File: src/design/hvn_pkg.sv
// hvn_pkg: shared types and constants for the heightmap vertex normal block
// no dependencies; used by hvn_iter and heightmap_vertex_normals
`default_nettype none

package hvn_pkg;

  localparam int MAX_WIDTH  = 1024;
  localparam int MAX_LENGTH = 1024;
  localparam int COL_W      = $clog2(MAX_WIDTH);
  localparam int ROW_W      = $clog2(MAX_LENGTH);
  localparam int CNT_W      = 11;
  localparam int MEM_AW     = COL_W + 1;

  localparam logic [1:0] REG_GRID_WIDTH   = 2'd0;
  localparam logic [1:0] REG_GRID_LENGTH  = 2'd1;
  localparam logic [1:0] REG_HEIGHT_SCALE = 2'd2;

  typedef enum logic [3:0] {
    ST_IDLE,
    ST_READ,
    ST_DIFF,
    ST_TRI,
    ST_SQ,
    ST_ROOT_GO,
    ST_ROOT_WAIT,
    ST_DIV_GO,
    ST_DIV_WAIT,
    ST_SUMSQ,
    ST_ROOT2_GO,
    ST_ROOT2_WAIT,
    ST_DIV2_GO,
    ST_DIV2_WAIT,
    ST_OUT
  } hvn_state_t;

  // one job for the shared root / divide unit
  typedef struct packed {
    logic        start;
    logic        is_root;
    logic [63:0] opa;
    logic [31:0] opd;
  } iter_cmd_t;

endpackage

`default_nettype wire

File: src/design/hvn_iter.sv
// hvn_iter: shared iterative unit, floor square root (32 steps) or
// rounded division (30 quotient bits); depends on hvn_pkg
`default_nettype none

module hvn_iter import hvn_pkg::*; (
  input  wire logic        clk,
  input  wire logic        rst,
  input  wire iter_cmd_t   cmd,
  output logic             done,
  output logic [31:0]      result
);

  logic        busy;
  logic        is_root;
  logic [5:0]  cnt;
  logic [63:0] x;
  logic [63:0] y;
  logic [63:0] z;
  logic [63:0] trial;
  logic        ge;

  // root: x = remainder, y = root, z = bit; divide: x = dividend, y = quotient, z = divisor
  assign trial  = is_root ? (y + z) : z;
  assign ge     = (x >= trial);
  assign result = y[31:0];

  always_ff @(posedge clk) begin
    if (rst) begin
      busy <= 1'b0;
      done <= 1'b0;
    end else begin
      done <= 1'b0;
      if (cmd.start && !busy) begin
        busy    <= 1'b1;
        is_root <= cmd.is_root;
        y       <= '0;
        if (cmd.is_root) begin
          x   <= cmd.opa;
          z   <= 64'h4000_0000_0000_0000;
          cnt <= 6'd31;
        end else begin
          // add half the divisor for round half up
          x   <= cmd.opa + {33'd0, cmd.opd[31:1]};
          z   <= {3'd0, cmd.opd, 29'd0};
          cnt <= 6'd29;
        end
      end else if (busy) begin
        if (ge) begin
          x <= x - trial;
        end
        if (is_root) begin
          y <= ge ? ((y >> 1) + z) : (y >> 1);
          z <= z >> 2;
        end else begin
          y <= {y[62:0], ge};
          z <= z >> 1;
        end
        if (cnt == 6'd0) begin
          busy <= 1'b0;
          done <= 1'b1;
        end else begin
          cnt <= cnt - 6'd1;
        end
      end
    end
  end

endmodule

`default_nettype wire

File: config.mk
export PLATFORM = sky130hd
export DESIGN_NAME = hvn_iter
export DESIGN_NICKNAME = d
export VERILOG_FILES = /design/src/design/hvn_pkg.sv /design/src/design/hvn_iter.sv
export SDC_FILE = /design/constraint.sdc
export NUM_CORES = 1
export LEC_CHECK = 0
export BUFFER_PORTS_ARGS = -buffer_cell sky130_fd_sc_hd__buf_2
export CAP_MARGIN = 20
export CORE_MARGIN = 5
export CORE_UTILIZATION = 45
export CTS_BUF_LIST = sky130_fd_sc_hd__clkbuf_4 sky130_fd_sc_hd__clkbuf_8 sky130_fd_sc_hd__clkbuf_16
export DETAILED_ROUTE_END_ITERATION = 16
export GPL_ROUTABILITY_DRIVEN = 0
export GPL_TIMING_DRIVEN = 0
export SYNTH_ARGS = -nofsm -noshare
export SYNTH_HDL_FRONTEND = slang
export SYNTH_SLANG_ARGS = --single-unit
File: constraint.sdc
create_clock -name clk -period 15.2 [get_ports clk]
set_input_delay 1.52 -clock clk [delete_from_list [all_inputs] [get_ports clk]]
set_output_delay 1.52 -clock clk [all_outputs]
set_load 0.03 [all_outputs]
==> results.cfg, run 1 <==
[outcome]
outcome = finished, final reports clean

[drt]
routed_wl_mm = 88.70
wl_per_cell_um = 22.69
drc = 0
drt_first_pass_iters = 6
vias = 24720
drtIter0Drc = 2827
viasPerCell = 6.324
ant_nets = 0

[place]
port_buffers = 132
place_inst = 3877
post_dp_cell_area_mm2 = 0.02562
hpwl_mm = 72.24

[global_routing]
gr-total-overflow = 0
grt_pass1_wl_mm = 134.4
grt_pass1_vias = 22638
grt_max_degree = 35
track_usage_pct = 29.96
antenna_found_initial = 1

[layout]
layout_common_cells = a21oi_1, nand2_1, o21ai_0
final_common_cell = a21oi_1
multi_input_area_mm2 = 0.01682
syn_to_final_growth_pct = 9.734
antenna_cells = 0
finalInstanceArea_mm2 = 0.02625
drive_above_1_share_pct = 7.606
fin_cells = 3909
num-nets-final = 3536
seqCellArea_mm2 = 0.005986
nFillCells = 5176

[clock_network]
clkTransAtPathRegs_ps = 80
post_cts_buffers = 0
cts_sinks = 200
cts_max_level = 4
cts_tree = built
cts-root-buf = clkbuf_16
hold_buffers = 0
ctsResizeCount = 0
clk_latency_ps = 510
cts_buffers = 17
cts_buffer_depth = 2

[synth]
seq_area_frac_synth_pct = 25.02
syn_nets = 3376
ys_types = 84
ys.flop_type = edfxtp_1
synth_edf_count = 198
synth_area_per_cell_um2 = 7.846
ys_seq_elements = 200
ys_warn_count = 0
synthArstFlopShare_pct = 0
syn-cell-area_mm2 = 0.02392
synthCells = 3049

[floorplanning]
core_mm2 = 0.05266
start_util_pct = 45.43
fp.dieW_um = 240.6
die_area_mm2 = 0.05787
ios = 133
rows = 84
die_h_um = 240.6

[setup_path]
crit_path_max_fanout = 26
cp.buffers_inverters = 7
crit_path_max_incr_delay_ps = 700
critPathLaunchType = flip-flop
slowest_stage = a211oi_1
crit_required_ps = 15410
cp_top_family = compound AO/OA/AOI/OAI gates
crit_top_cell = clkbuf_1
worstPathArrival_ps = 9110
crit_type = flip-flop to flip-flop
cp-end-kind = flip-flop

[sta]
post-route-min-period_ps = 8899
finalSetupViolations = 0
rsz0062_at_grt = false
worst_pin_slew_ps = 1157
slew_headroom_pct = 22.84
final.period_utilization_pct = 58.55
hold_viol_final = 0
finalClockSkew_ps = 10.16
fmax_ghz = 0.1124
drv_slew = 0

[run]
maxCapViolCount = 0

[power_and_ir_drop]
p_total_uw = 3141
ir_drop_v = 0.00009035
power.density_mw_per_mm2 = 119.7
leakage_uw = 0.01064

[worst_hold_path]
hold_class = flip-flop to flip-flop
==> per-layer routing <==
layer	GRT usage, %	part of all wire [%]	up-vias
met5	0	0.016	-
met4	11.45	4.2	2
met3	4.994	9.5	150
met2	44.75	42	1216
met1	43.51	44	11591
li1	-	-	11761
==> synth_stat cells (6+ instances only) <==
cell type / number / area [um2]
or3_1: 18 / 112.6
and3_1: 41 / 256.5
buf_1: 10 / 37.54
o31ai_1: 19 / 142.6
nor4_1: 10 / 62.56
mux2i_1: 25 / 250.2
nand3_1: 96 / 480.5
or2_2: 9 / 56.30
nand2b_1: 22 / 137.6
o21bai_1: 41 / 307.8
clkbuf_1: 135 / 506.7
a2111oi_0: 13 / 113.9
a31o_2: 6 / 52.55
nor3_1: 51 / 255.2
and2_1: 18 / 112.6
a21boi_0: 13 / 97.59
a311oi_1: 8 / 70.07
nor2b_1: 79 / 494.2
edfxtp_1: 198 / 5946
xor2_1: 87 / 762.0
o21ai_0: 264 / 1321
a211oi_1: 42 / 315.3
o21a_1: 35 / 262.8
and4_1: 12 / 105.1
a32oi_1: 6 / 52.55
a21o_1: 132 / 991.0
nand2_1: 308 / 1156
xnor2_1: 124 / 1086
a211o_1: 11 / 96.34
nand4_1: 69 / 431.7
a31oi_1: 85 / 531.8
a221o_1: 8 / 80.08
nor2_1: 198 / 743.2
buf_2: 10 / 50.05
o211ai_1: 26 / 195.2
buf_4: 33 / 247.7
ha_1: 223 / 2790
a21oi_1: 390 / 1952
inv_1: 77 / 289.0
==> state kept, by name, indices dropped and copies added (netlist names) <==
| register | flops |
|---|---|
| x | 64 |
| y | 64 |
| z | 63 |
| cnt | 6 |
| busy | 1 |
| done | 1 |
| is_root | 1 |
==> area by class of cell <==
| type | instances | share of cell area, % |
|---|---|---|
| well taps | 688 | 3.279 |
| plain buffers | 189 | 3.227 |
| clock inverters | 12 | 0.6578 |
| flip-flops and latches | 200 | 22.80 |
| repair buffers | 141 | 3.184 |
| multi-input cells | 2583 | 64.07 |
| clock buffers | 19 | 1.678 |
| inverters | 77 | 1.101 |
==> worst paths after layout <==
kind	to	depth (start not counted)	slack (ps)	from
max	x[45]	27	6300	y[26]
max reg2reg	x[45]	27	6300	y[26]
min	cnt[0]	1	610	cnt[0]
min reg2reg	cnt[0]	1	610	cnt[0]
==> kinds of logic after synthesis <==
family	after synthesis	synth area share (%)
fa+ha+maj	227	12.00
flops	200	25.02
compound gates	1169	30.33
xor+xnor	211	7.725
mux	27	1.140
buf+inv	266	4.749
simple gates	949	19.03
==> through the flow <==
stage	util [%]	setup WS, ps	hold WS [ps]	setup TNS, ps
floorplan	-	2727	497.5	0
global placement	48.32	-3131	572.0	-199820
detailed placement	48.66	6660	587.7	0
CTS	49.82	6624	602.5	0
global route	49.85	5882	625.4	0
finish	49.85	6301	612.6	0
==> report_power, final <==
group	total (uW)	internal, uW	switching, uW
Clock	508	277	231
Sequential	801	727	73.5
Combinational	1830	690	1140
Total	3140	1690	1450
No activity file was read; power rests on OpenSTA's default activity.
==> run 2, diff against run 1 <==
Clock period 15.2 ns to 8.8 ns, I/O delays scaled along.
==> run 2 against run 1 <==
  * Non-clock buffer count is 1 higher
  * Worst setup slack worse by 5600 ps
  * Count of clock-buffer cells in the layout is 2 lower
  * Power is 72% higher
  * Largest cell class unchanged
==> results.cfg, run 2 (synthesized netlist as in run 1, its figures left out) <==
[sta]
finalSetupViolations = 0
final.period_utilization_pct = 92.02
fmax_ghz = 0.1235
slew_headroom_pct = 21.91
timing.hold.ws_ps = 571.2
finalClockSkew_ps = 14.51
hold_viol_final = 0
rsz0062_at_grt = false
drv_slew = 0
worst_pin_slew_ps = 1171
post-route-min-period_ps = 8097

[global_routing]
grt_pass1_wl_mm = 134.8
antenna_found_initial = 1
grt_max_degree = 33
grt_pass1_vias = 22757
gr-total-overflow = 0
track_usage_pct = 30.06

[setup_path]
crit_required_ps = 9020
crit_path_max_fanout = 27
crit_type = flip-flop to flip-flop
critPathLaunchType = flip-flop
worstPathArrival_ps = 8310
cp-end-kind = flip-flop

[place]
place_inst = 3879
hpwl_mm = 72.95
port_buffers = 132
post_dp_cell_area_mm2 = 0.02578

[worst_hold_path]
hold_class = primary input to flip-flop

[floorplanning]
rows = 84
fp.dieW_um = 240.6
core_mm2 = 0.05266
start_util_pct = 45.43
die_area_mm2 = 0.05787
ios = 133
die_h_um = 240.6

[clock_network]
hold_buffers = 0
cts_sinks = 200
cts_tree = built
cts_buffers = 17
clkTransAtPathRegs_ps = 80
cts_buffer_depth = 2
post_cts_buffers = 0
cts_max_level = 4
cts-root-buf = clkbuf_16
clk_latency_ps = 520
ctsResizeCount = 0

[layout]
layout_common_cells = a21oi_1, nand2_1, o21ai_0
fin_cells = 3912
utilization_pct = 50.05
final_common_cell = a21oi_1
drive_above_1_share_pct = 8.657
nFillCells = 5167
syn_to_final_growth_pct = 10.16
num-nets-final = 3537
finalInstanceArea_mm2 = 0.02635
reg_top3 = x: 64 flops, y: 64 flops, z: 63 flops

[drt]
drc = 0
vias = 24752
routed_wl_mm = 89.69
viasPerCell = 6.327
drt_first_pass_iters = 7
drtIter0Drc = 2684
ant_nets = 0
wl_per_cell_um = 22.93

[power_and_ir_drop]
ir_drop_v = 0.0001142
power.density_mw_per_mm2 = 204.6
leakage_uw = 0.01068
p_total_uw = 5391

[run]
maxCapViolCount = 0

[outcome]
outcome = finished, final reports clean
==> run 2: changes by cell type in the layout (fill, tap and decap cells not counted), moves of 3 or more <==
cell / delta
clkbuf_1: -17
clkbuf_2: +15
o21ai_0: -6
o21ai_1: +6
bufinv_16: -3
ha_1: -3
inv_8: +3
o31ai_1: -3
o31ai_2: +3
==> run 2: stage by stage <==
stage	setup TNS (ps)	worst slack, ps
2_1_floorplan	-59890	-935.8
3_3_place_gp	-389500	-6096
3_5_place_dp	0	784.2
4_1_cts	0	763.0
5_1_grt	0	429.7
6_report	0	702.6
==> run 2: worst paths after layout <==
check | startpoint | end | slack, ps | cells after the start
max | is_root | x[46] | 700 | 19
min | cmd[96] | is_root | 570 | 1
max reg2reg | is_root | x[46] | 700 | 19
min reg2reg | cnt[0] | cnt[0] | 600 | 1
==> run 2: power by group <==
| part | total, uW | internal [uW] | switching, uW |
|---|---|---|---|
| Clock | 810 | 396 | 414 |
| Combinational | 3200 | 1210 | 1990 |
| Sequential | 1380 | 1260 | 128 |
==> run 2: per-layer routing <==
| metal | vias to the layer above | share of wire, % | GRT usage (%) |
|---|---|---|---|
| met5 | - | 0 | 0 |
| met1 | 11533 | 44 | 43.49 |
| met3 | 170 | 9.5 | 4.651 |
| met4 | 0 | 4.4 | 11.95 |
| li1 | 11760 | - | - |
| met2 | 1289 | 42 | 45.13 |
==> run 2: layout make-up <==
cell class / count / area, um2 / share of cell area (%)
Antenna cell: 1 / 2.502 / 0.009496
Buffer: 189 / 888.4 / 3.371
Clock buffer: 17 / 425.4 / 1.614
Clock inverter: 15 / 143.9 / 0.5460
Inverter: 77 / 289.0 / 1.097
Multi-Input combinational cell: 2583 / 16900 / 64.12
Sequential cell: 200 / 5986 / 22.71
Tap cell: 688 / 860.8 / 3.267
Timing Repair Buffer: 142 / 858.3 / 3.257
==> run 2: critical path: stages (launching register included) <==
cell	delay, ps
edfxtp_1	570
clkbuf_1	650
clkbuf_1	420
clkbuf_1	770
clkbuf_1	810
a31oi_1	360
ha_1	500
nand2_1	130
nor4_1	450
nand3b_1	250
nor4_1	660
nor3_1	140
a31oi_1	240
o21ai_2	120
o21a_4	320
clkbuf_8	230
buf_6	180
a21boi_4	500
buf_16	230
buf_12	200
